===== src/rtl/acdw_pkg.sv =====
// Shared types, character codes and helpers of the ASCII command decoder.
package acdw_pkg;

	// Result kinds. KIND_TICK doubles as "no prefix" for prefix_kind().
	typedef enum logic [2:0] {
		KIND_TICK = 3'd0,
		KIND_MR   = 3'd1,
		KIND_ML   = 3'd2,
		KIND_S1   = 3'd3,
		KIND_S2   = 3'd4,
		KIND_S3   = 3'd5,
		KIND_WD   = 3'd6,
		KIND_NOK  = 3'd7
	} kind_t;

	typedef enum logic [1:0] {
		ACK_NONE = 2'd0,
		ACK_OK   = 2'd1,
		ACK_NOK  = 2'd2
	} ack_t;

	// Configuration register indexes
	localparam logic CFG_MAX_SPEED = 1'b0;
	localparam logic CFG_TIMEOUT   = 1'b1;

	localparam logic [15:0] MAX_SPEED_RST = 16'd256;
	localparam logic [15:0] TIMEOUT_RST   = 16'd500;

	// Characters
	localparam logic [7:0] CH_NL    = 8'h0A;
	localparam logic [7:0] CH_COLON = 8'h3A;
	localparam logic [7:0] CH_EQ    = 8'h3D;
	localparam logic [7:0] CH_PLUS  = 8'h2B;
	localparam logic [7:0] CH_MINUS = 8'h2D;
	localparam logic [7:0] CH_0     = 8'h30;
	localparam logic [7:0] CH_9     = 8'h39;

	localparam logic [15:0] PFX_MR = "MR";
	localparam logic [15:0] PFX_ML = "ML";
	localparam logic [15:0] PFX_S1 = "S1";
	localparam logic [15:0] PFX_S2 = "S2";
	localparam logic [15:0] PFX_S3 = "S3";
	localparam logic [15:0] PFX_WD = "WD";

	// Motor code range 0..310, centered on 155
	localparam logic [8:0] MOTOR_MAX = 9'd310;
	localparam logic [8:0] MOTOR_MID = 9'd155;
	// floor(2^32 / 155): reciprocal for the divide by 155
	localparam logic [24:0] RECIP_155 = 25'd27709466;

	// Decoded result of one word, before motor scaling
	typedef struct packed {
		kind_t              kind;
		ack_t               ack;
		logic [7:0]         mot_mag;   // |v - 155|
		logic               mot_neg;   // v below center
		logic signed [15:0] servo_angle;
		logic               alive;
	} acdw_res_t;

	function automatic logic is_space(logic [7:0] c);
		return (c == 8'h20) || ((c >= 8'h09) && (c <= 8'h0D));
	endfunction

	function automatic kind_t prefix_kind(logic [15:0] two);
		kind_t k;
		unique case (two)
			PFX_MR:  k = KIND_MR;
			PFX_ML:  k = KIND_ML;
			PFX_S1:  k = KIND_S1;
			PFX_S2:  k = KIND_S2;
			PFX_S3:  k = KIND_S3;
			PFX_WD:  k = KIND_WD;
			default: k = KIND_TICK;
		endcase
		return k;
	endfunction

endpackage


===== src/rtl/acdw_parser.sv =====
// Line parser, watchdog state: decodes one word per cycle while adv is set.
module acdw_parser import acdw_pkg::*; (
	input  logic        clk,
	input  logic        arst_n,
	input  logic        item_v,
	input  logic        func,
	input  logic [7:0]  rx_byte,
	input  logic        adv,
	input  logic [15:0] timeout_ticks,
	output logic        has_res,
	output acdw_res_t   res
);

	typedef enum logic [2:0] {
		PH_LEAD, PH_CMD1, PH_CMD2, PH_CMD3, PH_SIGN, PH_DIGITS, PH_DONE, PH_IGNORE
	} phase_t;

	phase_t      phase_q;
	logic [15:0] cmd_q;
	logic        neg_q;
	logic [31:0] acc_q;
	logic [31:0] wd_cur_q;
	logic [31:0] wd_prev_q;
	logic [15:0] ticks_q;
	logic        alive_q;

	logic               is_nl;
	logic               is_digit;
	logic [35:0]        acc_mul;
	logic [31:0]        acc_nxt;
	logic signed [31:0] val;
	logic [8:0]         vm;
	logic               changed;
	logic [15:0]        ticks_inc;
	logic               alive_tick;
	logic               line_live;
	kind_t              lk;

	assign is_nl    = !func && (rx_byte == CH_NL);
	assign is_digit = (rx_byte >= CH_0) && (rx_byte <= CH_9);

	// saturating acc*10 + digit
	assign acc_mul = ({4'b0, acc_q} << 3) + ({4'b0, acc_q} << 1) + {32'b0, rx_byte[3:0]};
	assign acc_nxt = (acc_mul > 36'h0_8000_0000) ? 32'h8000_0000 : acc_mul[31:0];

	// magnitude is at most 2^31, so its negation always fits
	always_comb begin
		if (neg_q)
			val = $signed(32'(-acc_q));
		else if (acc_q[31])
			val = 32'sh7FFF_FFFF;
		else
			val = $signed(acc_q);
	end

	// motor code clamped to 0..310
	always_comb begin
		if (val < 0)
			vm = 9'd0;
		else if (val > $signed({23'b0, MOTOR_MAX}))
			vm = MOTOR_MAX;
		else
			vm = val[8:0];
	end

	assign changed    = wd_cur_q != wd_prev_q;
	assign ticks_inc  = (ticks_q == 16'hFFFF) ? ticks_q : ticks_q + 16'd1;
	assign alive_tick = changed ? 1'b1 : ((ticks_inc > timeout_ticks) ? 1'b0 : alive_q);

	assign line_live = (phase_q != PH_LEAD) && (phase_q != PH_IGNORE);
	assign lk = ((phase_q == PH_SIGN) || (phase_q == PH_DIGITS) || (phase_q == PH_DONE))
		? prefix_kind(cmd_q) : KIND_TICK;

	always_comb begin
		res             = '0;
		res.kind        = KIND_TICK;
		res.ack         = ACK_NONE;
		res.alive       = alive_q;
		has_res         = 1'b0;
		if (func) begin
			has_res   = item_v;
			res.alive = alive_tick;
		end else if (is_nl) begin
			has_res  = item_v && line_live;
			res.kind = lk;
			unique case (lk)
				KIND_TICK: begin
					res.kind = KIND_NOK;
					res.ack  = ACK_NOK;
				end
				KIND_MR, KIND_ML: begin
					res.ack     = ACK_OK;
					res.mot_neg = vm < MOTOR_MID;
					res.mot_mag = (vm < MOTOR_MID) ? 8'(MOTOR_MID - vm) : 8'(vm - MOTOR_MID);
				end
				KIND_S1, KIND_S2, KIND_S3: begin
					res.ack = ACK_OK;
					if (val > 32'sd32767)
						res.servo_angle = 16'sh7FFF;
					else if (val < -32'sd32768)
						res.servo_angle = 16'sh8000;
					else
						res.servo_angle = val[15:0];
				end
				default: ;
			endcase
		end
	end

	always_ff @(posedge clk or negedge arst_n) begin
		if (!arst_n) begin
			phase_q   <= PH_LEAD;
			cmd_q     <= '0;
			neg_q     <= 1'b0;
			acc_q     <= '0;
			wd_cur_q  <= '0;
			wd_prev_q <= '0;
			ticks_q   <= '0;
			alive_q   <= 1'b0;
		end else if (adv) begin
			if (func) begin
				alive_q <= alive_tick;
				if (changed) begin
					wd_prev_q <= wd_cur_q;
					ticks_q   <= '0;
				end else begin
					ticks_q <= ticks_inc;
				end
			end else if (is_nl) begin
				if (line_live && (lk == KIND_WD))
					wd_cur_q <= val;
				phase_q <= PH_LEAD;
				cmd_q   <= '0;
				neg_q   <= 1'b0;
				acc_q   <= '0;
			end else begin
				unique case (phase_q)
					PH_LEAD: begin
						if (rx_byte == CH_COLON)
							phase_q <= PH_CMD1;
						else if (!is_space(rx_byte))
							phase_q <= PH_IGNORE;
					end
					PH_CMD1: begin
						cmd_q   <= {rx_byte, 8'h00};
						phase_q <= PH_CMD2;
					end
					PH_CMD2: begin
						cmd_q   <= {cmd_q[15:8], rx_byte};
						phase_q <= PH_CMD3;
					end
					PH_CMD3: begin
						if ((rx_byte == CH_EQ) && (prefix_kind(cmd_q) != KIND_TICK)) begin
							phase_q <= PH_SIGN;
						end else begin
							cmd_q   <= '0;
							phase_q <= PH_DONE;
						end
					end
					PH_SIGN, PH_DIGITS: begin
						if (is_digit) begin
							acc_q   <= acc_nxt;
							phase_q <= PH_DIGITS;
						end else if ((phase_q == PH_SIGN) && is_space(rx_byte)) begin
							phase_q <= PH_SIGN;
						end else if ((phase_q == PH_SIGN) &&
						             ((rx_byte == CH_PLUS) || (rx_byte == CH_MINUS))) begin
							neg_q   <= rx_byte == CH_MINUS;
							phase_q <= PH_DIGITS;
						end else begin
							phase_q <= PH_DONE;
						end
					end
					PH_DONE, PH_IGNORE: ;
				endcase
			end
		end
	end

endmodule


===== config.mk =====
export PLATFORM = sky130hd
export DESIGN_NAME = acdw_parser
export DESIGN_NICKNAME = d
export VERILOG_FILES = /design/src/rtl/acdw_pkg.sv /design/src/rtl/acdw_parser.sv
export SDC_FILE = /design/constraint.sdc
export NUM_CORES = 1
export LEC_CHECK = 0
export ABC_AREA = 1
export BUFFER_PORTS_ARGS = -buffer_cell sky130_fd_sc_hd__buf_2
export CAP_MARGIN = 20
export CORE_UTILIZATION = 40
export DETAILED_ROUTE_END_ITERATION = 7
export SLEW_MARGIN = 20
export SYNTH_ARGS = -nofsm -noshare
export SYNTH_HDL_FRONTEND = slang
export SYNTH_SLANG_ARGS = --single-unit

===== constraint.sdc =====
create_clock -name clk -period 4.6 [get_ports clk]
set_input_delay 0.46 -clock clk [delete_from_list [all_inputs] [get_ports clk]]
set_output_delay 0.46 -clock clk [all_outputs]
set_load 0.02 [all_outputs]

---- After elaboration in Yosys (flattened, before gate mapping) ----
Index checks and enable logic that the tools add are counted.
word-level totals
  register bits after elaboration ......... 133
  output and inout bits ................... 32
  bits of input ports ..................... 29
operators by class
  add/sub/neg operators ................... 6
  bitwise gates (word level) .............. 1
  $lt $le $gt $ge ......................... 11
  reduce and logical (&&, ||, !) cells .... 36
  equality and inequality tests ........... 32
  mux-type cells .......................... 46
operators with widths
  operator                                                                 count
  32-bit two-way mux                                                       5
  16-bit two-way mux                                                       7
  16-bit by 15-bit == test with 1-bit output (second input constant)       6
  30-bit two-way mux                                                       2
  16-bit one-hot mux with 3 select lines                                   1
  8-bit by 6-bit == test with 1-bit output (second input constant)         5
  35-bit by 33-bit adder with 36-bit output                                1
  36-bit by 4-bit adder with 36-bit output                                 1
  36-bit by 32-bit > comparator with 1-bit output (second input constant)  1
  32-bit by 10-bit > comparator with 1-bit output (second input constant)  1
  32-bit by 16-bit > comparator with 1-bit output (second input constant)  1
  32-bit by 1-bit < comparator with 1-bit output (second input constant)   1
  32-bit by 16-bit < comparator with 1-bit output (second input constant)  1
  32-bit != test                                                           1
  32-bit negation                                                          1
  31-bit two-way mux                                                       1
  3-bit two-way mux                                                        9
  9-bit two-way mux                                                        3
  3-bit == test (second input constant)                                    6
  3-bit one-hot mux with 6 select lines                                    1
  16-bit by 1-bit adder with 16-bit output (second input constant)         1
  16-bit == test (second input constant)                                   1
  16-bit > comparator                                                      1
  4-bit AND reduction                                                      4
  other kinds (34)                                                         70

---- Logic depth before layout (Yosys ltp) ----
  word-level depth ........................ 11
  mapped depth ............................ 27

---- Worst setup path before layout ----
No wires, ideal clock.
  kind .................................... input to register
  start point ............................. input port rx_byte[3]
  end point ............................... register acc_q[24]
  stages .................................. 21
  setup slack ............................. 1,165 ps
  required time ........................... 4,483 ps
  arrival time ............................ 3,319 ps
  cell sequence ........................... fa_1 -> inv_1 -> fa_1 -> inv_1 -> nand2_1 -> o21ai_1 -> a21oi_2 -> o21ai_1 -> a21oi_1 -> o21ai_1 -> a21oi_1 -> or2_1 -> nand2_1 -> nor2_1 -> nand2_1 -> nor2_1 -> nand4_1 -> nand2_1 -> buf_2 -> nand2_1 -> nand2_1
on the way
  cells in the longest elaborated chain, start to end .. 6
RTL lines
  what                                             RTL line            text
  start: declaration                               acdw_parser.sv:7    input logic [7:0] rx_byte,
  36-bit by 4-bit adder with 36-bit output         acdw_parser.sv:43   assign acc_mul = ({4'b0, acc_q} << 3) + ({4'b0, acc_q} << 1) + {32'b0, rx_byte[3:0]};
  36-bit by 32-bit > comparator with 1-bit output  acdw_parser.sv:44   assign acc_nxt = (acc_mul > 36'h0_8000_0000) ? 32'h8000_0000 : acc_mul[31:0];
  32-bit two-way mux                               acdw_parser.sv:44
  32-bit two-way mux                               acdw_parser.sv:161  if (is_digit) begin
  32-bit two-way mux                               acdw_parser.sv:137  unique case (phase_q)
  32-bit two-way mux                               acdw_parser.sv:129  end else if (is_nl) begin
  end signal: assignment                           acdw_parser.sv:162  acc_q <= acc_nxt;
  end: declaration                                 acdw_parser.sv:21   logic [31:0] acc_q;
Parallel ways exist; a longest one is shown, timed or not. The select of a mux whose other input is x is not followed.
A chain may end at the register's enable or synchronous reset.

==> results.sh <==
export IMPL_ys_types=57
export IMPL_area_delta_synth_final_pct=12.2
export IMPL_clock_sinks=133
export IMPL_p_per_area_nw_per_um2=289
export IMPL_drive_above_1_share_pct=11.7
export IMPL_setup_slack_ns=0.303
export IMPL_grt_pass1_wl_mm=48.3
export IMPL_async_flop_share_pct=100
export IMPL_drt_vias_per_instance=5.14
export IMPL_path_max_fanout=5
export IMPL_yosys_top_cells_count="nand2_1, nor2_1, inv_1"
export IMPL_r2r_setup_slack_ns=0.70
export IMPL_ir_drop_uv=276
export IMPL_drt_iter0_markers=736
export IMPL_clockRootBuffer="clkbuf_16"
export IMPL_cp_start_kind="flip-flop"
export IMPL_routabilityCongestion=0.885
export IMPL_finalNetCount=1789
export IMPL_path_clk_slew_ns=0.07
export IMPL_io_buffers=60
export IMPL_finalPower_mw=3.60
export IMPL_cts_buffers=17
export IMPL_coreArea_um2=27100
export IMPL_netlist_area_leader_share_pct=30.0
export IMPL_die_y_um=169
export IMPL_slew_violations=0
export IMPL_cts_tree="yes"
export IMPL_fmax_mhz=233
export IMPL_antenna_found_initial=0
export IMPL_dp_cells=2023
export IMPL_fill_cells=2793
export IMPL_wire_per_inst_um=14.1
export IMPL_synth_nets=1731
export IMPL_worst_ep_arrival_time_ns=3.84
export IMPL_pre_cts_ws_ns=0.559
export IMPL_synth_area_leaders="dfrtp_1, nand2_1, ha_1"
export IMPL_critical_path_class="flip-flop to primary output"
export IMPL_crit_path_frequent_cell="nand2_1"
export IMPL_syn_inst=1614
export IMPL_htreeDepth=4
export IMPL_crit_required_ns=4.14
export IMPL_finalNonFillerCells=2057
export IMPL_p_leak_nw=6.57
export IMPL_reg2reg_to="acc_q[3]$_DFFE_PN0P_"
export IMPL_timing_rr_start="acc_q[2]$_DFFE_PN0P_"
export IMPL_fin_crit_ns=4.30
export IMPL_slew_headroom_pct=34.2
export IMPL_synth_most_common_cell="nand2_1"
export IMPL_finalSetupViolations=0
export IMPL_die_area_um2=28400
export IMPL_period_share_pct=93.4
export IMPL_ios=61
export IMPL_synth_area_um2=11100
export IMPL_firstDrtPassIters=5
export IMPL_yosysSeqAreaShare_pct=30.0
export IMPL_syn_avg_cell_area_um2=6.88
export IMPL_synth_top_area_cell="dfrtp_1"
export IMPL_hold_viol_final=0
export IMPL_cp_startpoint="acc_q[0]$_DFFE_PN0P_"
export IMPL_clkLatencyLatePin_ns=0.43
export IMPL_synth_edf_count=0
export IMPL_synth_top_flop_cell="dfrtp_1"
export IMPL_track_usage_pct=21.0
export IMPL_vias=10600
export IMPL_slowest_stage="dfrtp_2"
export IMPL_grt_max_degree=99
export IMPL_rr_worst_depth=20
export IMPL_grt_pass1_vias=9757
export IMPL_tns_ns=0
export IMPL_antenna_left=0
export IMPL_outcome="finished, final reports clean"
export IMPL_hold_class="primary input to async pin"
export IMPL_drv_cap=0
export IMPL_dp_hpwl_mm=22.6
export IMPL_critPathMaxStageDelay_ns=0.46
export IMPL_drc=0
export IMPL_cp_end_kind="primary output"
export IMPL_rows=60
export IMPL_fin_skew_ns=0.00969
export IMPL_yosys_warnings=0
export IMPL_overflow=0
export IMPL_ys_seq_elements=133
export IMPL_crit_end="res[24]"
export IMPL_finish_utilization_pct=46.0
export IMPL_routed_wl_mm=29.0
export IMPL_antenna_cells=0
export IMPL_die_x_um=169
export IMPL_clockBufferDepth=2
export IMPL_tightestPinTransition_ns=0.987
export IMPL_start_util_pct=41.0
==> power by group <==
group / total (mW) / internal [mW] / switching [mW]
combinational: 0.876 / 0.273 / 0.603
clock: 1.32 / 0.764 / 0.557
sequential: 1.41 / 1.29 / 0.115
==> routing by layer <==
layer	part of all wire (%)	track usage, %
met5	0	0
met4	1.3	5.77
met3	5.0	2.78
met2	44	32.8
met1	49	30.3
==> per-stage QoR <==
step	area (µm²)	hold slack (ns)
floorplan	11100	0.164
global placement	11800	0.466
detailed placement	11800	0.473
CTS	12400	0.168
global route	12500	0.209
finish	12500	0.108
==> worst max-delay path, delay by kind of cell (launching register included) <==
kind            cells  cell delay [ns]
simple gates       18             1.67
buf+inv             5             0.48
flops               1             0.46
compound gates      2             0.43
fa+ha+maj           2             0.38
==> registers in the layout (all words and copies together), names as in the netlist <==
signal / cells
cmd_q: 16
ticks_q: 16
wd_prev_q: 32
neg_q: 1
wd_cur_q: 32
phase_q: 3
acc_q: 32
alive_q: 1
==> worst min path at each step <==
stage                                    end  slack, ns
detailed placement   wd_cur_q[5]$_DFFE_PN0P_       0.47
finish                  cmd_q[9]$_DFFE_PN0P_       0.11
floorplan               acc_q[0]$_DFFE_PN0P_       0.16
CTS                    cmd_q[14]$_DFFE_PN0P_       0.17
global placement    wd_cur_q[31]$_DFFE_PN0P_       0.47
global route           cmd_q[15]$_DFFE_PN0P_       0.21
==> cell type report <==
| cell class | instances | area, µm² | area share (%) |
|---|---|---|---|
| Sequential cell | 133 | 3330 | 26.7 |
| Timing Repair Buffer | 72 | 409 | 3.28 |
| Clock inverter | 13 | 124 | 0.994 |
| Inverter | 192 | 721 | 5.79 |
| Tap cell | 372 | 465 | 3.74 |
| Clock buffer | 19 | 443 | 3.56 |
| Multi-Input combinational cell | 1256 | 6960 | 55.9 |
==> cells by family (layout without fill, tap and decap cells) <==
| family | count (synthesis) | count (layout) | synth area share [%] |
|---|---|---|---|
| simple gates | 821 | 821 | 31.7 |
| compound gates | 269 | 269 | 13.7 |
| buf+inv | 225 | 296 | 7.89 |
| flops | 133 | 133 | 30.0 |
| fa+ha+maj | 88 | 88 | 10.0 |
| xor+xnor | 57 | 57 | 4.50 |
| mux | 21 | 21 | 2.13 |
==> layout by cell type, fill, tap and decap left out, types with 20 or more instances in the layout <==
| cell | n |
|---|---|
| a21oi_1 | 70 |
| buf_2 | 59 |
| dfrtp_1 | 131 |
| ha_1 | 86 |
| inv_1 | 176 |
| mux2_2 | 21 |
| nand2_1 | 428 |
| nand3_1 | 82 |
| nand4_1 | 26 |
| nor2_1 | 181 |
| nor3_1 | 28 |
| nor4_1 | 21 |
| o21ai_0 | 115 |
| o21ai_1 | 21 |
| xnor2_1 | 20 |
| xor2_1 | 37 |
==> what timing repair did <==
action	in CTS	in global routing
hold endpoints to repair	0	0
gates resized for setup	0	12
hold buffers	0	0
setup endpoints to repair	0	4
buffers inserted	0	2
Note: power is estimated with default switching activity, not from simulation.
